$ cat src/assert_macros.svh
// ----------------------------------------------------------------------
// assertion macros
// concurrent checks, compiled out for synthesis
// ----------------------------------------------------------------------
`ifndef ASSERT_MACROS_SVH
`define ASSERT_MACROS_SVH
`ifndef SYNTHESIS
`define PST_ASSERT(label, clk, rst, prop) \
   label: assert property (@(posedge clk) disable iff (rst) prop) \
      else $error("pst check failed");
`define PST_ASSERT_NEXT(label, clk, rst, pre, post) \
   label: assert property (@(posedge clk) disable iff (rst) (pre) |=> (post)) \
      else $error("pst check failed");
`else
`define PST_ASSERT(label, clk, rst, prop)
`define PST_ASSERT_NEXT(label, clk, rst, pre, post)
`endif
`endif

$ cat src/pst_pkg.sv
// ----------------------------------------------------------------------
// pst_pkg
// shared widths, codes and types of the phase-locked stimulus trigger
// ----------------------------------------------------------------------
`default_nettype none

package pst_pkg;

   localparam int SAMPLE_BITS    = 13;
   localparam int AMP_BITS       = 12;
   localparam int TIME_BITS      = 32;
   localparam int TICK_BITS      = 24;
   localparam int TRIAL_BITS     = 16;
   localparam int UPPER_BITS     = 13;
   localparam int CMD_BITS       = 2;
   localparam int KIND_BITS      = 2;
   localparam int CSR_INDEX_BITS = 3;
   localparam int CSR_DATA_BITS  = 32;

   localparam int THR_BASE  = 4000;
   localparam int THR_SPAN  = 1500;
   localparam int SPAN_BITS = 11;
   localparam int PROD_BITS = SAMPLE_BITS + SPAN_BITS + 1;
   localparam int QUO_BITS  = SPAN_BITS;
   localparam int CMP_BITS  = SAMPLE_BITS + 4;

   localparam logic [CMD_BITS-1:0] CMD_TICK  = 2'd0;
   localparam logic [CMD_BITS-1:0] CMD_START = 2'd1;
   localparam logic [CMD_BITS-1:0] CMD_STOP  = 2'd2;

   localparam logic [KIND_BITS-1:0] KIND_LEVEL    = 2'd0;
   localparam logic [KIND_BITS-1:0] KIND_SINGLE   = 2'd1;
   localparam logic [KIND_BITS-1:0] KIND_PERIODIC = 2'd2;

   typedef enum logic [CSR_INDEX_BITS-1:0] {
      REG_PHASE_SELECT,
      REG_STIM_KIND,
      REG_DRIVE_AMPLITUDE,
      REG_PULSE_TICKS,
      REG_PERIOD_TICKS,
      REG_ACTIVE_WINDOW,
      REG_INTERTRIAL,
      REG_TRIAL_COUNT
   } pst_reg_type;

   typedef struct packed {
      logic                  phase_select;
      logic [KIND_BITS-1:0]  stim_kind;
      logic [AMP_BITS-1:0]   drive_amplitude;
      logic [TICK_BITS-1:0]  pulse_ticks;
      logic [TICK_BITS-1:0]  period_ticks;
      logic [TIME_BITS-1:0]  active_window_ticks;
      logic [TIME_BITS-1:0]  intertrial_ticks;
      logic [TRIAL_BITS-1:0] trial_count;
   } pst_cfg_type;

   localparam pst_cfg_type CFG_RESET = '{
      phase_select:        1'b0,
      stim_kind:           KIND_LEVEL,
      drive_amplitude:     AMP_BITS'(4095),
      pulse_ticks:         TICK_BITS'(10000),
      period_ticks:        TICK_BITS'(50000),
      active_window_ticks: TIME_BITS'(1000000),
      intertrial_ticks:    TIME_BITS'(1000000),
      trial_count:         TRIAL_BITS'(1)
   };

   typedef struct packed {
      logic [CMD_BITS-1:0]   command;
      logic [UPPER_BITS-1:0] upper;
      logic                  hi;
      logic                  lo;
   } pst_thr_type;

   typedef struct packed {
      logic                  light_on;
      logic [AMP_BITS-1:0]   drive_level;
      logic                  busy_res;
      logic                  in_window;
      logic [TRIAL_BITS-1:0] trials_done;
      logic [UPPER_BITS-1:0] upper_threshold;
   } pst_rsp_type;

endpackage

`default_nettype wire

$ cat src/phase_locked_stimulus_trigger.sv
// ----------------------------------------------------------------------
// phase_locked_stimulus_trigger
// hysteresis phase detector gating a light source over a run of trials
//
//   channel  direction  handshake             word
//   req      in         req_valid/req_ready   command, signal and knob samples
//   rsp      out        rsp_valid/rsp_ready   light, drive level, trial status
//   csr      in         csr_valid/csr_ready   register index and write data
//
// one word per clock while results are taken; a request passes the
// threshold stage register and then the result register
// reset is synchronous and clears the valid flags of both stages and all trial state
// a stalled result holds the pipe; the threshold stage still takes one word
// ----------------------------------------------------------------------
`default_nettype none
`include "assert_macros.svh"

module phase_locked_stimulus_trigger (
   input  logic                               clock,
   input  logic                               reset,
   input  logic                               req_valid,
   output logic                               req_ready,
   input  logic [pst_pkg::CMD_BITS-1:0]       req_command,
   input  logic [pst_pkg::SAMPLE_BITS-1:0]    req_signal_sample,
   input  logic [pst_pkg::SAMPLE_BITS-1:0]    req_knob_sample,
   output logic                               rsp_valid,
   input  logic                               rsp_ready,
   output logic                               rsp_light_on,
   output logic [pst_pkg::AMP_BITS-1:0]       rsp_drive_level,
   output logic                               rsp_busy_res,
   output logic                               rsp_in_window,
   output logic [pst_pkg::TRIAL_BITS-1:0]     rsp_trials_done,
   output logic [pst_pkg::UPPER_BITS-1:0]     rsp_upper_threshold,
   input  logic                               csr_valid,
   output logic                               csr_ready,
   input  logic [pst_pkg::CSR_INDEX_BITS-1:0] csr_index,
   input  logic [pst_pkg::CSR_DATA_BITS-1:0]  csr_data
);
   import pst_pkg::*;

   pst_cfg_type cfg;
   pst_thr_type thr;
   pst_rsp_type rsp;
   logic        thr_valid;
   logic        thr_ready;

   pst_csr u_csr (
      .clock     (clock),
      .reset     (reset),
      .csr_valid (csr_valid),
      .csr_ready (csr_ready),
      .csr_index (csr_index),
      .csr_data  (csr_data),
      .cfg       (cfg)
   );

   pst_thresh u_thresh (
      .clock             (clock),
      .reset             (reset),
      .req_valid         (req_valid),
      .req_ready         (req_ready),
      .req_command       (req_command),
      .req_signal_sample (req_signal_sample),
      .req_knob_sample   (req_knob_sample),
      .thr_valid         (thr_valid),
      .thr_ready         (thr_ready),
      .thr               (thr)
   );

   pst_trial u_trial (
      .clock     (clock),
      .reset     (reset),
      .cfg       (cfg),
      .thr_valid (thr_valid),
      .thr_ready (thr_ready),
      .thr       (thr),
      .rsp_valid (rsp_valid),
      .rsp_ready (rsp_ready),
      .rsp       (rsp)
   );

   assign rsp_light_on        = rsp.light_on;
   assign rsp_drive_level     = rsp.drive_level;
   assign rsp_busy_res        = rsp.busy_res;
   assign rsp_in_window       = rsp.in_window;
   assign rsp_trials_done     = rsp.trials_done;
   assign rsp_upper_threshold = rsp.upper_threshold;

   `PST_ASSERT(a_light_in_window, clock, reset,
      (rsp_valid && rsp_light_on) |-> (rsp_busy_res && rsp_in_window))
   `PST_ASSERT(a_dark_drive_zero, clock, reset,
      (rsp_valid && !rsp_light_on) |-> (rsp_drive_level == '0))
   `PST_ASSERT(a_upper_range, clock, reset,
      rsp_valid |-> (rsp_upper_threshold >= UPPER_BITS'(THR_BASE)
                     && rsp_upper_threshold <= UPPER_BITS'(THR_BASE + THR_SPAN)))
   `PST_ASSERT(a_empty_takes, clock, reset, !rsp_valid |-> req_ready)
   `PST_ASSERT_NEXT(a_stage_fills, clock, reset, req_valid && req_ready, thr_valid)

endmodule

`default_nettype wire

$ cat src/pst_csr.sv
// ----------------------------------------------------------------------
// pst_csr
// configuration registers, written by index
// ----------------------------------------------------------------------
`default_nettype none

module pst_csr (
   input  logic                                 clock,
   input  logic                                 reset,
   input  logic                                 csr_valid,
   output logic                                 csr_ready,
   input  logic [pst_pkg::CSR_INDEX_BITS-1:0]   csr_index,
   input  logic [pst_pkg::CSR_DATA_BITS-1:0]    csr_data,
   output pst_pkg::pst_cfg_type                 cfg
);
   import pst_pkg::*;

   pst_cfg_type cfg_ff;
   pst_cfg_type cfg_in;

   assign csr_ready = 1'b1;
   assign cfg       = cfg_ff;

   always_comb begin
      cfg_in = cfg_ff;
      if (csr_valid) begin
         case (pst_reg_type'(csr_index))
            REG_PHASE_SELECT:    cfg_in.phase_select        = csr_data[0];
            REG_STIM_KIND:       cfg_in.stim_kind           = csr_data[KIND_BITS-1:0];
            REG_DRIVE_AMPLITUDE: cfg_in.drive_amplitude     = csr_data[AMP_BITS-1:0];
            REG_PULSE_TICKS:     cfg_in.pulse_ticks         = csr_data[TICK_BITS-1:0];
            REG_PERIOD_TICKS:    cfg_in.period_ticks        = csr_data[TICK_BITS-1:0];
            REG_ACTIVE_WINDOW:   cfg_in.active_window_ticks = csr_data[TIME_BITS-1:0];
            REG_INTERTRIAL:      cfg_in.intertrial_ticks    = csr_data[TIME_BITS-1:0];
            REG_TRIAL_COUNT:     cfg_in.trial_count         = csr_data[TRIAL_BITS-1:0];
            default:             cfg_in = cfg_ff;
         endcase
      end
   end

   always_ff @(posedge clock) begin
      if (reset) begin
         cfg_ff <= CFG_RESET;
      end else begin
         cfg_ff <= cfg_in;
      end
   end

endmodule

`default_nettype wire

$ cat src/pst_thresh.sv
// ----------------------------------------------------------------------
// pst_thresh
// input stage: knob to threshold and phase compares, registered
// ----------------------------------------------------------------------
`default_nettype none

module pst_thresh (
   input  logic                               clock,
   input  logic                               reset,
   input  logic                               req_valid,
   output logic                               req_ready,
   input  logic [pst_pkg::CMD_BITS-1:0]       req_command,
   input  logic [pst_pkg::SAMPLE_BITS-1:0]    req_signal_sample,
   input  logic [pst_pkg::SAMPLE_BITS-1:0]    req_knob_sample,
   output logic                               thr_valid,
   input  logic                               thr_ready,
   output pst_pkg::pst_thr_type               thr
);
   import pst_pkg::*;

   logic [PROD_BITS-1:0]  prod;
   logic [PROD_BITS-1:0]  folded;
   logic [QUO_BITS-1:0]   quot;
   logic [UPPER_BITS-1:0] upper;
   logic [CMP_BITS-1:0]   ten_next;
   logic [CMP_BITS-1:0]   nine_upper;
   pst_thr_type           thr_in;
   pst_thr_type           thr_ff;
   logic                  thr_valid_ff;
   logic                  thr_valid_in;

   // divide by 2^n-1: fold the high part back in
   always_comb begin
      prod   = PROD_BITS'(req_knob_sample) * PROD_BITS'(THR_SPAN);
      folded = prod + (prod >> SAMPLE_BITS) + PROD_BITS'(1);
      quot   = QUO_BITS'(folded >> SAMPLE_BITS);
      upper  = UPPER_BITS'(THR_BASE) + UPPER_BITS'(quot);
      // sample below floor(upper*9/10) without a divider
      ten_next   = (CMP_BITS'(req_signal_sample) + CMP_BITS'(1)) * CMP_BITS'(10);
      nine_upper = CMP_BITS'(upper) * CMP_BITS'(9);
      thr_in.command = req_command;
      thr_in.upper   = upper;
      thr_in.hi      = CMP_BITS'(req_signal_sample) > CMP_BITS'(upper);
      thr_in.lo      = ten_next <= nine_upper;
   end

   assign req_ready    = !thr_valid_ff || thr_ready;
   assign thr_valid_in = (req_valid && req_ready) || (thr_valid_ff && !thr_ready);
   assign thr_valid    = thr_valid_ff;
   assign thr          = thr_ff;

   always_ff @(posedge clock) begin
      if (reset) begin
         thr_valid_ff <= 1'b0;
      end else begin
         thr_valid_ff <= thr_valid_in;
      end
      if (req_valid && req_ready) begin
         thr_ff <= thr_in;
      end
   end

endmodule

`default_nettype wire

$ cat src/pst_trial.sv
// ----------------------------------------------------------------------
// pst_trial
// trial sequencing, light gating and the result register
// ----------------------------------------------------------------------
`default_nettype none

module pst_trial (
   input  logic                    clock,
   input  logic                    reset,
   input  pst_pkg::pst_cfg_type    cfg,
   input  logic                    thr_valid,
   output logic                    thr_ready,
   input  pst_pkg::pst_thr_type    thr,
   output logic                    rsp_valid,
   input  logic                    rsp_ready,
   output pst_pkg::pst_rsp_type    rsp
);
   import pst_pkg::*;

   logic                  running_ff, running_in;
   logic                  gap_ff, gap_in;
   logic [TRIAL_BITS-1:0] fin_ff, fin_in;
   logic [TIME_BITS-1:0]  elapsed_ff, elapsed_in;
   logic [TICK_BITS-1:0]  pulse_ff, pulse_in;
   logic [TICK_BITS-1:0]  since_ff, since_in;
   logic                  hyst_ff, hyst_in;
   logic                  level_ff, level_in;
   logic                  rsp_valid_ff, rsp_valid_in;
   pst_rsp_type           rsp_ff, rsp_in;

   logic                  take;
   logic                  light;
   logic                  complete;
   logic                  fire;
   logic                  enter;
   logic                  leave;
   logic                  hyst_tick;
   logic                  active;
   logic [TICK_BITS-1:0]  pulse_first;
   logic [TIME_BITS-1:0]  elapsed_inc;
   logic [TICK_BITS-1:0]  since_inc;

   assign thr_ready = !rsp_valid_ff || rsp_ready;
   assign take      = thr_valid && thr_ready;

   always_comb begin
      enter       = cfg.phase_select ? thr.lo : thr.hi;
      leave       = cfg.phase_select ? thr.hi : thr.lo;
      hyst_tick   = thr.hi ? 1'b1 : (thr.lo ? 1'b0 : hyst_ff);
      active      = hyst_tick == !cfg.phase_select;
      pulse_first = cfg.pulse_ticks - TICK_BITS'(cfg.pulse_ticks != '0);
      elapsed_inc = (elapsed_ff == '1) ? elapsed_ff : elapsed_ff + TIME_BITS'(1);
      since_inc   = (since_ff == '1) ? since_ff : since_ff + TICK_BITS'(1);
   end

   always_comb begin
      running_in = running_ff;
      gap_in     = gap_ff;
      fin_in     = fin_ff;
      elapsed_in = elapsed_ff;
      pulse_in   = pulse_ff;
      since_in   = since_ff;
      hyst_in    = hyst_ff;
      level_in   = level_ff;
      light      = 1'b0;
      complete   = 1'b0;
      fire       = 1'b0;
      case (thr.command)
         CMD_START: begin
            running_in = cfg.trial_count != '0;
            fin_in     = '0;
            gap_in     = 1'b0;
            elapsed_in = '0;
            pulse_in   = '0;
            since_in   = '0;
            hyst_in    = 1'b0;
            level_in   = 1'b0;
         end
         CMD_STOP: begin
            running_in = 1'b0;
            pulse_in   = '0;
            level_in   = 1'b0;
            gap_in     = 1'b0;
            elapsed_in = '0;
         end
         CMD_TICK: begin
            if (running_ff && !gap_ff) begin
               if (pulse_ff == '0 && elapsed_ff >= cfg.active_window_ticks) begin
                  // window over, this tick already counts as gap
                  gap_in     = 1'b1;
                  level_in   = 1'b0;
                  elapsed_in = (cfg.intertrial_ticks == '0) ? '0 : TIME_BITS'(1);
                  complete   = cfg.intertrial_ticks <= TIME_BITS'(1);
               end else begin
                  if (pulse_ff != '0) begin
                     pulse_in = pulse_ff - TICK_BITS'(1);
                     light    = 1'b1;
                  end else begin
                     hyst_in = hyst_tick;
                     case (cfg.stim_kind)
                        KIND_LEVEL: begin
                           level_in = leave ? 1'b0 : (enter ? 1'b1 : level_ff);
                           light    = level_in;
                        end
                        KIND_SINGLE: begin
                           if (enter && !level_ff) begin
                              pulse_in = pulse_first;
                              light    = cfg.pulse_ticks != '0;
                           end
                           level_in = leave ? 1'b0 : ((enter && !level_ff) ? 1'b1 : level_ff);
                        end
                        KIND_PERIODIC: begin
                           if (active && since_ff >= cfg.period_ticks) begin
                              fire     = 1'b1;
                              pulse_in = pulse_first;
                              light    = cfg.pulse_ticks != '0;
                           end
                        end
                        default: begin
                           light = 1'b0;
                        end
                     endcase
                  end
                  since_in   = fire ? TICK_BITS'(1) : since_inc;
                  elapsed_in = elapsed_inc;
               end
            end else if (running_ff) begin
               elapsed_in = elapsed_inc;
               complete   = elapsed_inc >= cfg.intertrial_ticks;
            end
         end
         default: begin
            light = running_ff && !gap_ff
                 && (pulse_ff != '0 || (cfg.stim_kind == KIND_LEVEL && level_ff));
         end
      endcase
      if (complete) begin
         fin_in     = fin_ff + TRIAL_BITS'(1);
         gap_in     = 1'b0;
         elapsed_in = '0;
         pulse_in   = '0;
         level_in   = 1'b0;
         if (fin_in >= cfg.trial_count) begin
            running_in = 1'b0;
         end else begin
            since_in = '0;
            hyst_in  = 1'b0;
         end
      end
   end

   always_comb begin
      rsp_in.light_on        = light;
      rsp_in.drive_level     = light ? cfg.drive_amplitude : '0;
      rsp_in.busy_res        = running_in;
      rsp_in.in_window       = running_in && !gap_in;
      rsp_in.trials_done     = fin_in;
      rsp_in.upper_threshold = thr.upper;
   end

   assign rsp_valid_in = take || (rsp_valid_ff && !rsp_ready);
   assign rsp_valid    = rsp_valid_ff;
   assign rsp          = rsp_ff;

   always_ff @(posedge clock) begin
      if (reset) begin
         running_ff   <= 1'b0;
         gap_ff       <= 1'b0;
         fin_ff       <= '0;
         elapsed_ff   <= '0;
         pulse_ff     <= '0;
         since_ff     <= '0;
         hyst_ff      <= 1'b0;
         level_ff     <= 1'b0;
         rsp_valid_ff <= 1'b0;
      end else begin
         rsp_valid_ff <= rsp_valid_in;
         if (take) begin
            running_ff <= running_in;
            gap_ff     <= gap_in;
            fin_ff     <= fin_in;
            elapsed_ff <= elapsed_in;
            pulse_ff   <= pulse_in;
            since_ff   <= since_in;
            hyst_ff    <= hyst_in;
            level_ff   <= level_in;
         end
      end
      if (take) begin
         rsp_ff <= rsp_in;
      end
   end

endmodule

`default_nettype wire

$ cat config.mk
export PLATFORM = sky130hd
export DESIGN_NAME = phase_locked_stimulus_trigger
export DESIGN_NICKNAME = d
export VERILOG_FILES = /design/src/pst_pkg.sv /design/src/phase_locked_stimulus_trigger.sv /design/src/pst_csr.sv /design/src/pst_thresh.sv /design/src/pst_trial.sv
export VERILOG_INCLUDE_DIRS = /design/src /design/src/src
export SDC_FILE = /design/constraint.sdc
export NUM_CORES = 1
export LEC_CHECK = 0
export BUFFER_PORTS_ARGS = -buffer_cell sky130_fd_sc_hd__buf_2
export CAP_MARGIN = 20
export CORE_ASPECT_RATIO = 0.9
export CORE_MARGIN = 4
export CORE_UTILIZATION = 65
export DETAILED_ROUTE_END_ITERATION = 10
export GPL_TIMING_DRIVEN = 0
export PLACE_DENSITY = 0.85
export SYNTH_ARGS = -nofsm -noshare
export SYNTH_HDL_FRONTEND = slang
export SYNTH_SLANG_ARGS = --single-unit
$ cat constraint.sdc
create_clock -name clock -period 18.15 [get_ports clock]
set_clock_uncertainty 0.2 [all_clocks]
set_input_delay 4.5375 -clock clock [delete_from_list [all_inputs] [get_ports clock]]
set_output_delay 4.5375 -clock clock [all_outputs]
set_load 0.01 [all_outputs]
# Word level (Yosys, flattened, before mapping)
# Cells that the tools add are included.
# totals
regBits	306
wordCells	183
# classes
n_addsub	9
mul	3
magnitude_cmp	7
n_eq_ne	23
mux	68
n_reduce_logical	45
# ops
operator	n
$mux W24	12
$mux W32	5
$pmux W24 S2	3
$ge A32 B32 Y1	2
$pmux W32 S2	1
$add A24 B1 Y24 const B	2
$reduce_bool A24 Y1	2
$mux W1	38
$add A32 B1 Y32 const B	1
$eq A32 B32 Y1 const B	1
$le A32 B1 Y1 const B	1
$logic_not A32 Y1	1
$mux W16	2
$add A24 B11 Y24	1
$eq A24 B24 Y1 const B	1
$ge A24 B24 Y1	1
$logic_not A24 Y1	1
$sub A24 B1 Y24	1
$sub A24 B1 Y24 const B	1
$mul A13 B9 Y22 const B	1
$le A17 B17 Y1	1
$mul A13 B4 Y17 const B	1
$mul A17 B3 Y16 const B	1
$add A16 B1 Y16 const B	1
other kinds (31)	73

# Longest topological paths before layout
# depth
word_depth	16
mapped_depth	45

# Cells and area by module
# Synthesis repeated with hierarchy kept, for this count alone.
# unflattened
cells_unflattened	2647
hier_area_um2	23302.3
# modules_own_cells
mod	instances	cells_each	area_per_inst_um2	seq_area_each_um2
pst_trial	1	1398	11173.2	3343.2
pst_thresh	1	716	6322.3	530.5
pst_csr	1	533	5806.8	2862.7

# Worst setup path before layout
# No wires, ideal clock.
# synth_path
path_type	input port to flip-flop
startpoint	input req_knob_sample[9] (netlist bit)
endpoint	register u_thresh.thr_ff (netlist bit u_thresh.thr[0]), data pin
setup_ns	0.268
t_arrival_ns	12.999
required_ns	17.682
setup_slack_ns	4.683
stages	44
path_buffers	0
cell_sequence	fa_1 inv_1 fa_1 inv_1 fa_1 inv_1 fa_1 inv_1 ha_1 nand2_1 a211oi_2 nand2_1 a21oi_1 xnor2_1 inv_1 ha_1 o21ai_0 a211o_1 [... 8 more ...] ha_1 inv_1 o21bai_1 a21oi_1 o21bai_1 a21oi_1 o21bai_1 a21o_1 a21oi_1 nor2_1 xor2_1 nor2_1 ha_1 nand4_1 nor2_1 o21ai_0 o211ai_1 o21ai_0
# synth_lines
item	line_no	source
from (decl)	phase_locked_stimulus_trigger.sv:25	input logic [pst_pkg::SAMPLE_BITS-1:0] req_knob_sample,
to (signal assigned)	pst_thresh.sv:59	thr_ff <= thr_in;
to (decl)	pst_thresh.sv:28	pst_thr_type thr_ff;

==> qor.yml <==
outcome:
  status: "complete, no violations"
synth:
  synth_top_area_cell: "dfxtp_1"
  ys_top_cells_by_area: "dfxtp_1 (22%), ha_1 (14%), edfxtp_1 (8.1%)"
  synth_flop_cell: "dfxtp_1"
  synthCells: 2743
  synthDistinctLibCells: 92
  async_flop_share_pct: 0
  ys_ff_latch: 306
  synth_nets: 3126
  synth_area_per_cell_um2: 8.20
  yosysSeqAreaShare_pct: 30.0
  netlist_area_mm2: 0.0225
  yosysTopAreaCellShare_pct: 21.8
  yosysWarnings: 0
  synth-edff-count: 61
setup_path:
  cp.required_ns: 18.17
  worst_path_max_delay_cell: "fa_1"
  cp-end-kind: "flip-flop"
  crit_path_start: "req_knob_sample[9]"
  arrival_ns: 14.91
  worstSetupEndpoint: "u_thresh.thr[0]"
  slowest_delay_ns: 0.55
  rrSetupSlack_ns: 10.58
  cp_max_fo: 8
  r2r-start: "u_trial.elapsed_ff[12]"
  reg2regPathDepth: 24
  timing.rr.end: "u_trial.pulse_ff[22]"
  crit_type: "in2reg"
  worstSetupStartpointType: "primary input"
route:
  finalWirelength_um: 65500
  viasPerCell: 6.22
  first_iter_violations: 2043
  ant_nets: 0
  dr_total_vias: 21000
  drc_errors: 0
  avgRoutedWirePerCell_um: 19.4
  drt_pass1_iterations: 8
clocking:
  cts_tree: "yes"
  cts_hold_buf: 0
  htree_levels: 2
  cts_root_buffer: "clkbuf_16"
  clock_path_buffers: 3
  postCtsResizedCells: 0
  post_cts_buffers: 0
  cts_inserted_buffers: 35
  cts.sinks: 306
  cts.clk_slew.worst_paths_ns: 0.06
  clock_latency_ns: 0.55
sta:
  min_period_ns: 14.89
  tightest_slew_ns: 1.05
  maxSlewViolCount: 0
  timing.fmax_mhz: 67.2
  hold_viol_final: 0
  maxSlewHeadroom_pct: 29.5
  setup_viol_count_final: 0
  post-route-period-util_pct: 82.0
  rsz0062_at_grt: "no"
  fin_tns_setup_ns: 0
die:
  initial_core_util_pct: 66.1
  coreArea_mm2: 0.0340
  fp.dieW_um: 204
  dieHeight_um: 184
  die-area_mm2: 0.0376
  io_pins: 115
  num_rows: 64
hold_path:
  hold_path_class: "reg2reg"
global_routing:
  grt_pass1_vias: 20200
  track_usage_pct: 33.8
  antenna_found_initial: 2
  grt_pass1_wl_um: 103000
  gr-total-overflow: 0
  grt_max_degree: 41
layout:
  drive_gt1_share_pct: 8.02
  final_common_cell: "nand2_1"
  seq_area_mm2: 0.00674
  multi_input_area_mm2: 0.0142
  area_delta_synth_final_pct: 10.5
  layout.cells.most_common_list: "nand2_1 (438), inv_1 (311), ha_1 (260), a21oi_1 (254), dfxtp_1 (245)"
  design_area_mm2: 0.0248
  fillCellCount: 2601
  nets: 3276
  antenna_cells: 0
place:
  hpwl_um: 50000
  gp_congestion: 0.999
  placed_area_mm2: 0.0236
  port_buffers: 111
job:
  max_cap_violations: 0
pwr:
  power.density_mw_per_mm2: 226
  leakagePower_nw: 10.7
  ir_drop_mv: 1.05
[sequential cells by signal, summed over array words and instances, names as in the netlist, 16 cells and up]
signal              count
u_trial.rsp            44
u_trial.since_ff       24
u_csr.cfg             143
u_thresh.thr           17
u_trial.pulse_ff       24
u_trial.fin_ff         16
u_trial.elapsed_ff     32
[cells in the mapped netlist, types with 10 or more instances]
cell	n
nand2_1	438
inv_1	311
ha_1	260
a21oi_1	254
dfxtp_1	245
nor2_1	117
xnor2_1	86
clkbuf_1	84
o21ai_0	83
nand3_1	79
a21o_1	62
edfxtp_1	61
fa_1	55
xor2_1	50
nand4_1	46
nor3_1	39
o211ai_1	35
nor4_1	34
nor2b_1	30
a31oi_1	28
and3_1	26
nand2b_1	26
mux2i_1	20
a211oi_1	19
o21a_1	14
a31o_2	13
o2111ai_1	13
or4_1	13
o31ai_1	12
or3_1	11
buf_2	10
[report_power, final]
group	internal, W	switching [W]
Sequential	0.000774	0.0000202
Clock	0.000440	0.000300
Combinational	0.00175	0.00234
[through the flow]
stage / std cells / power, W / setup WS, ns / hold WS [ns] / util, %
after floorplan: 2743 / 0.00390 / 4.68 / 0.200 / -
after global placement: 3316 / 0.00454 / 3.23 / 0.202 / 69.4
after detailed placement: 3317 / 0.00481 / 2.93 / 0.207 / 69.5
after CTS: 3380 / 0.00558 / 3.46 / 0.224 / 73.0
after global routing: 3381 / 0.00618 / 2.61 / 0.228 / 73.0
final: 3381 / 0.00562 / 3.26 / 0.223 / 73.0
[worst min-delay path by stage]
| stage | from | to | slack [ns] | cells after the start |
|---|---|---|---|---|
| after floorplan | u_thresh.thr[2] | u_trial.rsp[0] | 0.20 | 0 |
| after global placement | u_thresh.thr[8] | u_trial.rsp[6] | 0.20 | 0 |
| after detailed placement | u_thresh.thr[7] | u_trial.rsp[5] | 0.21 | 0 |
| after CTS | u_thresh.thr[9] | u_trial.rsp[7] | 0.22 | 0 |
| after global routing | u_thresh.thr[13] | u_trial.rsp[11] | 0.23 | 0 |
| final | u_thresh.thr[9] | u_trial.rsp[7] | 0.22 | 0 |
[critical path, delay by kind of cell]
family                   cells  cell delay [ns]
AND/OR/NAND/NOR              7             0.95
buffers and inverters        7             0.75
adder cells (fa/ha/maj)     10             4.20
AO/OA/AOI/OAI               16             3.07
XOR/XNOR                     5             1.42
[metal layers]
metal	global-route usage [%]	routed length, um	up-vias
met4	17.8	3860	4
met1	42.1	25400	9903
li1	-	-	9834
met5	0	25	-
met2	56.5	30400	1045
met3	6.00	5910	255
[cell families (layout without fill, tap and decap cells)]
| kind of cell | Yosys count | in the layout | share of synthesized area, % |
|---|---|---|---|
| other | 1 | 1 | 0.0167 |
| AND/OR/NAND/NOR | 902 | 902 | 18.7 |
| multiplexers | 25 | 25 | 1.14 |
| flip-flops | 306 | 306 | 30.0 |
| buffers and inverters | 418 | 594 | 7.09 |
| XOR/XNOR | 136 | 136 | 5.30 |
| adder cells (fa/ha/maj) | 315 | 315 | 19.4 |
| AO/OA/AOI/OAI | 640 | 640 | 18.4 |
[cell type report]
class,instances,share of cell area [%]
buffer,105,1.69
inverter,313,4.73
tap,462,2.33
clock buffer,48,4.10
sequential,306,27.1
clock inverter,15,0.705
multi-input combinational,2019,57.0
timing repair buffer,113,2.35
Power figures use the tool's default switching activity.
